--- src/hdl/ulid_pkg.sv ---
// Shared types, constants and the Crockford base32 alphabet for the ULID generator.
`timescale 1ns / 1ps

package ulid_pkg;

    localparam int TS_W      = 48;
    localparam int RAND_HI_W = 16;
    localparam int RAND_LO_W = 64;
    localparam int RAND_W    = RAND_HI_W + RAND_LO_W;
    localparam int SYM_W     = 5;
    localparam int ID_CHARS  = 26;
    localparam int SHIFT_W   = ID_CHARS * SYM_W;
    localparam int POS_W     = 5;
    localparam int CODE_W    = 7;

    localparam logic [POS_W-1:0] LAST_POS = POS_W'(ID_CHARS - 1);

    localparam logic [CODE_W-1:0] ALPHABET [0:31] = '{
        7'h30, 7'h31, 7'h32, 7'h33, 7'h34, 7'h35, 7'h36, 7'h37,
        7'h38, 7'h39, 7'h41, 7'h42, 7'h43, 7'h44, 7'h45, 7'h46,
        7'h47, 7'h48, 7'h4A, 7'h4B, 7'h4D, 7'h4E, 7'h50, 7'h51,
        7'h52, 7'h53, 7'h54, 7'h56, 7'h57, 7'h58, 7'h59, 7'h5A
    };

    typedef enum logic {
        ST_IDLE,
        ST_EMIT
    } ulid_state_t;

    typedef struct packed {
        logic load;
        logic advance;
    } ulid_cmd_t;

    typedef struct packed {
        logic last;
    } ulid_sts_t;

endpackage

--- src/hdl/ulid_ctrl.sv ---
// Controller: accepts requests and paces the 26 character words out.
`timescale 1ns / 1ps

module ulid_ctrl (
    input  logic              aclk,
    input  logic              aresetn,
    input  logic              s_valid,
    output logic              s_ready,
    output logic              m_valid,
    input  logic              m_ready,
    input  ulid_pkg::ulid_sts_t sts,
    output ulid_pkg::ulid_cmd_t cmd
);

    ulid_pkg::ulid_state_t state_reg;
    ulid_pkg::ulid_state_t state_next;

    always_ff @(posedge aclk) begin
        if (!aresetn) begin
            state_reg <= ulid_pkg::ST_IDLE;
        end else begin
            state_reg <= state_next;
        end
    end

    always_comb begin
        state_next  = state_reg;
        s_ready     = 1'b0;
        m_valid     = 1'b0;
        cmd.load    = 1'b0;
        cmd.advance = 1'b0;
        unique case (state_reg)
            ulid_pkg::ST_IDLE: begin
                s_ready = 1'b1;
                if (s_valid) begin
                    cmd.load   = 1'b1;
                    state_next = ulid_pkg::ST_EMIT;
                end
            end
            ulid_pkg::ST_EMIT: begin
                m_valid = 1'b1;
                // take the next request as the last word leaves
                s_ready = sts.last && m_ready;
                if (m_ready) begin
                    cmd.advance = 1'b1;
                    if (sts.last) begin
                        if (s_valid) begin
                            cmd.load = 1'b1;
                        end else begin
                            state_next = ulid_pkg::ST_IDLE;
                        end
                    end
                end
            end
            default: begin
                state_next = ulid_pkg::ST_IDLE;
            end
        endcase
    end

endmodule

--- src/hdl/ulid_dp.sv ---
// Datapath: timestamp and random state, monotonic increment, character shifter.
`timescale 1ns / 1ps

module ulid_dp (
    input  logic                                 aclk,
    input  logic                                 aresetn,
    input  logic [ulid_pkg::TS_W-1:0]            s_timestamp_ms,
    input  logic [ulid_pkg::RAND_HI_W-1:0]       s_fresh_random_high,
    input  logic [ulid_pkg::RAND_LO_W-1:0]       s_fresh_random_low,
    input  ulid_pkg::ulid_cmd_t                  cmd,
    output ulid_pkg::ulid_sts_t                  sts,
    output logic [ulid_pkg::CODE_W-1:0]          m_char_code,
    output logic [ulid_pkg::POS_W-1:0]           m_char_position,
    output logic                                 m_last_char
);

    logic [ulid_pkg::TS_W-1:0]    prev_time_reg;
    logic                         prev_valid_reg;
    logic [ulid_pkg::RAND_W-1:0]  rand_reg;
    logic [ulid_pkg::RAND_W-1:0]  rand_next;
    logic [ulid_pkg::SHIFT_W-1:0] shift_reg;
    logic [ulid_pkg::POS_W-1:0]   pos_reg;
    logic                         same_ts;

    assign same_ts = prev_valid_reg && (s_timestamp_ms == prev_time_reg);

    // same millisecond: bump the random part, wrapping at all ones
    assign rand_next = same_ts ? (rand_reg + ulid_pkg::RAND_W'(1))
                               : {s_fresh_random_high, s_fresh_random_low};

    always_ff @(posedge aclk) begin
        if (!aresetn) begin
            prev_valid_reg <= 1'b0;
            pos_reg        <= '0;
        end else if (cmd.load) begin
            prev_valid_reg <= 1'b1;
            pos_reg        <= '0;
        end else if (cmd.advance) begin
            pos_reg        <= pos_reg + ulid_pkg::POS_W'(1);
        end
    end

    always_ff @(posedge aclk) begin
        if (cmd.load) begin
            prev_time_reg <= s_timestamp_ms;
            rand_reg      <= rand_next;
            shift_reg     <= {2'b00, s_timestamp_ms, rand_next};
        end else if (cmd.advance) begin
            shift_reg     <= {shift_reg[ulid_pkg::SHIFT_W-ulid_pkg::SYM_W-1:0],
                              {ulid_pkg::SYM_W{1'b0}}};
        end
    end

    assign sts.last        = (pos_reg == ulid_pkg::LAST_POS);
    assign m_char_code     =
        ulid_pkg::ALPHABET[shift_reg[ulid_pkg::SHIFT_W-1 -: ulid_pkg::SYM_W]];
    assign m_char_position = pos_reg;
    assign m_last_char     = sts.last;

endmodule

--- src/hdl/monotonic_ulid_generator.sv ---
// Top level of the monotonic ULID generator: controller, datapath and checks.
`timescale 1ns / 1ps

// Each accepted request yields 26 Crockford base32 ASCII words, leftmost first:
// ten for the timestamp, then sixteen for the 80-bit random part, with
// m_last_char high on the final word. When the timestamp equals the previous
// one, the stored random part is incremented (wrapping to zero) instead of
// taking the fresh bits. While m_ready is high the output shifter moves one
// 5-bit symbol per cycle, and the next request is taken in the same cycle the
// last word of the current one is accepted.
module monotonic_ulid_generator (
    input  logic        aclk,
    input  logic        aresetn,
    input  logic        s_valid,
    output logic        s_ready,
    input  logic [47:0] s_timestamp_ms,
    input  logic [15:0] s_fresh_random_high,
    input  logic [63:0] s_fresh_random_low,
    output logic        m_valid,
    input  logic        m_ready,
    output logic [6:0]  m_char_code,
    output logic [4:0]  m_char_position,
    output logic        m_last_char
);

    ulid_pkg::ulid_cmd_t cmd;
    ulid_pkg::ulid_sts_t sts;

    ulid_ctrl u_ctrl (
        .aclk    (aclk),
        .aresetn (aresetn),
        .s_valid (s_valid),
        .s_ready (s_ready),
        .m_valid (m_valid),
        .m_ready (m_ready),
        .sts     (sts),
        .cmd     (cmd)
    );

    ulid_dp u_dp (
        .aclk                (aclk),
        .aresetn             (aresetn),
        .s_timestamp_ms      (s_timestamp_ms),
        .s_fresh_random_high (s_fresh_random_high),
        .s_fresh_random_low  (s_fresh_random_low),
        .cmd                 (cmd),
        .sts                 (sts),
        .m_char_code         (m_char_code),
        .m_char_position     (m_char_position),
        .m_last_char         (m_last_char)
    );

    a_start_at_zero: assert property (@(posedge aclk) disable iff (!aresetn)
        s_valid && s_ready |=> m_valid && (m_char_position == '0))
        else $error("new request did not start at position zero");

    a_position_steps: assert property (@(posedge aclk) disable iff (!aresetn)
        m_valid && m_ready && !m_last_char
        |=> m_valid && (m_char_position == 5'($past(m_char_position) + 5'd1)))
        else $error("character position did not advance by one");

    a_idle_ready: assert property (@(posedge aclk) disable iff (!aresetn)
        !m_valid |-> s_ready)
        else $error("idle block not ready for a request");

    a_overlap_only_at_end: assert property (@(posedge aclk) disable iff (!aresetn)
        s_ready && m_valid |-> m_last_char && m_ready)
        else $error("request taken before the last word left");

endmodule

--- config.mk ---
export PLATFORM = sky130hd
export DESIGN_NAME = monotonic_ulid_generator
export DESIGN_NICKNAME = d
export VERILOG_FILES = /design/src/hdl/ulid_pkg.sv /design/src/hdl/ulid_ctrl.sv /design/src/hdl/ulid_dp.sv /design/src/hdl/monotonic_ulid_generator.sv
export SDC_FILE = /design/constraint.sdc
export NUM_CORES = 1
export LEC_CHECK = 0
export ABC_AREA = 1
export BUFFER_PORTS_ARGS = -buffer_cell sky130_fd_sc_hd__buf_2
export CAP_MARGIN = 30
export CORE_ASPECT_RATIO = 0.7
export CORE_MARGIN = 1.5
export CORE_UTILIZATION = 60
export CTS_CLUSTER_SIZE = 24
export DETAILED_ROUTE_END_ITERATION = 12
export PLACE_DENSITY = 0.78
export SYNTH_ARGS = -nofsm -noshare
export SYNTH_HDL_FRONTEND = slang
export SYNTH_SLANG_ARGS = --single-unit
--- constraint.sdc ---
create_clock -name aclk -period 14.4 [get_ports aclk]
set_input_delay 2.88 -clock aclk [delete_from_list [all_inputs] [get_ports aclk]]
set_output_delay 2.88 -clock aclk [all_outputs]
set_load 0.02 [all_outputs]
==> impl_metrics.csv <==
group,metric,value,unit
clock_tree,numCtsBuffers,26,
setup_path,cp_slowest_stage_delay,0.19,ns
layout,antenna_cells,0,
global_route,grt_pass1_wl,65100,um
timing,min_period,6.22,ns
timing,slew_viol_final,0,
routing,avgViaCountPerCell,5.38,
setup_path,crit_path_max_fanout,3,
timing,fin_setup_tns,0,ns
setup_path,end_kind,"output port",
logic_synthesis,synthCells,1945,
clock_tree,cts-root-buf,"clkbuf_16",
routing,wl,42600,um
routing,detail-route-antenna-nets,0,
clock_tree,path_clk_slew,0.06,ns
clock_tree,cts_resized,0,
clock_tree,cts.sinks,265,
timing,fin_crit_sh,43.2,%
logic_synthesis,async_reset_ff_share,0,%
placement,place_congestion,0.967,
floorplan,dieArea,0.0264,sq mm
clock_tree,clk_latency,0.57,ns
outcome,status,"complete, but fails checks",
global_route,grt_max_degree,158,
pwr,ir_worst_vdd,114,uV
hold_path,hold-path-cell-count,2,
timing,worst_pin_slew,0.960,ns
layout,areaGrowthSynthToFinish,11.9,%
timing,slew_headroom,35.8,%
logic_synthesis,synth_edf_count,256,
clock_tree,tritoncts,"built",
pwr,power.density,108,mW/mm^2
clock_tree,cts_buffer_depth,3,
timing,finalWorstSetupSlack,8.18,ns
logic_synthesis,ys_ff_latch,265,
floorplan,dieHeight,136,um
routing,dr.pass1.iters,9,
logic_synthesis,avgSynthCellArea,7.83,sq um
setup_path,reg2reg_slack,10.91,ns
clock_tree,cts-htree-levels,1,
clock_tree,ctsHoldBuffers,0,
logic_synthesis,synth_area,0.0152,sq mm
layout,layout-drive-gt1-share,12.5,%
routing,vias,13000,
floorplan,io_pins,147,
global_route,first_global_vias,12000,
setup_path,crit_type,"in2out",
clock_tree,cts_setup_buffers,0,
layout,largest_register_ff_count,130,
hold_path,min_path_type,"reg2reg",
logic_synthesis,yosys_warnings,0,
timing,setup_violations,0,
layout,nets,2217,
timing,grt_setup_unrepaired,"false",
placement,dp_hpwl,31100,um
setup_path,reg2regPathDepth,11,
floorplan,design.core.area,0.0248,sq mm
pwr,power_leakage,7.84,nW
logic_synthesis,synth_nets,2085,
routing,avgRoutedWirePerCell,17.6,um
setup_path,crit_path_top_delay_cell,"buf_2",
logic_synthesis,yosysSeqAreaShare,51.7,%
timing,fmax,0.161,GHz
outcome,violations,"DRC",
hold_path,min_from,"u_dp.shift_reg[0]",
floorplan,std_cell_rows,48,
logic_synthesis,synthFlopType,"edfxtp_1",
placement,port_buffers,146,
setup_path,r2r_start,"u_dp.m_char_position[0]",
setup_path,arrival,3.34,ns
routing,drc,4,
setup_path,path_cells,"buf_2 > nand2_1 > nand2_1 > buf_2",
placement,dpl_worst_slack,8.18,ns
routing,initialDrtViolationCount,1330,
setup_path,startpoint,"m_ready",
floorplan,die_x,193,um
setup_path,cp-start-kind,"input port",
logic_synthesis,yosys.cell_types.count,35,
timing,skew,0.0192,ns
global_route,overflow,0,
global_route,grt.total_usage,32.3,%
floorplan,initial_core_util,61.4,%
job,cap_violations,0,
layout,final_core_util,68.7,%
global_route,antenna_found_initial,0,
timing,hold_viol,0,
setup_path,required,11.52,ns
[layer usage]
metal | vias to the layer above | part of all wire (%) | GRT usage, % | wire length, um
met1 | 5974 | 47 | 49.4 | 19900
met2 | 570 | 41 | 46.3 | 17400
met5 | - | 0 | 0 | 0
met4 | 0 | 1.8 | 6.52 | 775
li1 | 6413 | - | - | -
met3 | 57 | 11 | 7.96 | 4470
[worst paths after layout]
kind                   endpoint
min           u_dp.shift_reg[5]
max reg2reg  u_dp.shift_reg[74]
max                     s_ready
min reg2reg   u_dp.shift_reg[5]
[cells by family (layout without fill, tap and decap cells)]
| kind of cell | Yosys count | after routing | share of synthesized area [%] |
|---|---|---|---|
| xor+xnor | 45 | 45 | 2.59 |
| fa+ha+maj | 8 | 8 | 0.657 |
| compound gates | 85 | 85 | 3.01 |
| flops | 265 | 265 | 51.7 |
| buf+inv | 297 | 447 | 7.98 |
| simple gates | 1245 | 1245 | 34.1 |
[critical path: cells and delay by family]
| family | cells | cell delay [ns] |
|---|---|---|
| and+or+nand+nor | 2 | 0.19 |
| buffers and inverters | 2 | 0.28 |
[cells in the mapped netlist, types with 6 or more instances]
| cell | count | area share, % |
|---|---|---|
| buf_2 | 12 | 0.39 |
| a21oi_1 | 12 | 0.39 |
| ha_1 | 8 | 0.66 |
| dfxtp_1 | 9 | 1.2 |
| o21ai_1 | 6 | 0.20 |
| inv_1 | 243 | 6.0 |
| clkbuf_1 | 18 | 0.44 |
| nand3_1 | 148 | 4.9 |
| xor2_1 | 19 | 1.1 |
| nor2_2 | 9 | 0.37 |
| edfxtp_1 | 256 | 50 |
| nor2_1 | 197 | 4.9 |
| nand2_1 | 790 | 19 |
| xnor2_1 | 26 | 1.5 |
| o21ai_0 | 54 | 1.8 |
| buf_6 | 8 | 0.59 |
| nand4_1 | 21 | 0.86 |
| and2_1 | 16 | 0.66 |
| buf_4 | 7 | 0.35 |
| nand2_2 | 44 | 1.8 |
| o21bai_1 | 7 | 0.35 |
[where the power goes]
group | switching (mW) | internal (mW)
registers | 0.0347 | 0.925
logic | 0.139 | 0.0685
clock network | 0.306 | 0.369
[cells in the final DEF (no fill, tap or decap), types with 6 or more instances in the layout]
| cell | Yosys | final |
|---|---|---|
| xnor2_1 | 26 | 26 |
| clkbuf_16 | 0 | 26 |
| a21oi_1 | 12 | 12 |
| nor2_1 | 197 | 197 |
| nand4_1 | 21 | 21 |
| o21ai_1 | 6 | 6 |
| edfxtp_1 | 256 | 256 |
| nand2_1 | 790 | 789 |
| inv_1 | 243 | 242 |
| xor2_1 | 19 | 19 |
| clkinv_2 | 0 | 6 |
| clkinv_1 | 0 | 6 |
| dfxtp_1 | 9 | 9 |
| nor2_2 | 9 | 9 |
| nand3_1 | 148 | 148 |
| ha_1 | 8 | 8 |
| nand2_2 | 44 | 44 |
| o21bai_1 | 7 | 7 |
| buf_2 | 12 | 146 |
| and2_1 | 16 | 16 |
| o21ai_0 | 54 | 53 |
[through the flow]
stage | std cells | area, sq um | total power [mW] | hold WS [ns]
floorplan | 1945 | 15200 | 1.10 | 0.441
CTS | 2419 | 17000 | 1.85 | 0.515
global route | 2420 | 17000 | 1.90 | 0.532
finish | 2420 | 17000 | 1.84 | 0.516
detailed placement | 2373 | 16200 | 1.18 | 0.500
global placement | 2371 | 16100 | 1.17 | 0.498
[cell type report]
cell class,count,area [sq um]
multi-input combinational,1383,6170
clock inverter,18,168
clock buffer,28,658
tap,325,407
timing repair buffer,154,843
inverter,247,935
sequential,265,7870
fill,2048,7760
Note: power is estimated with default switching activity, not from simulation.
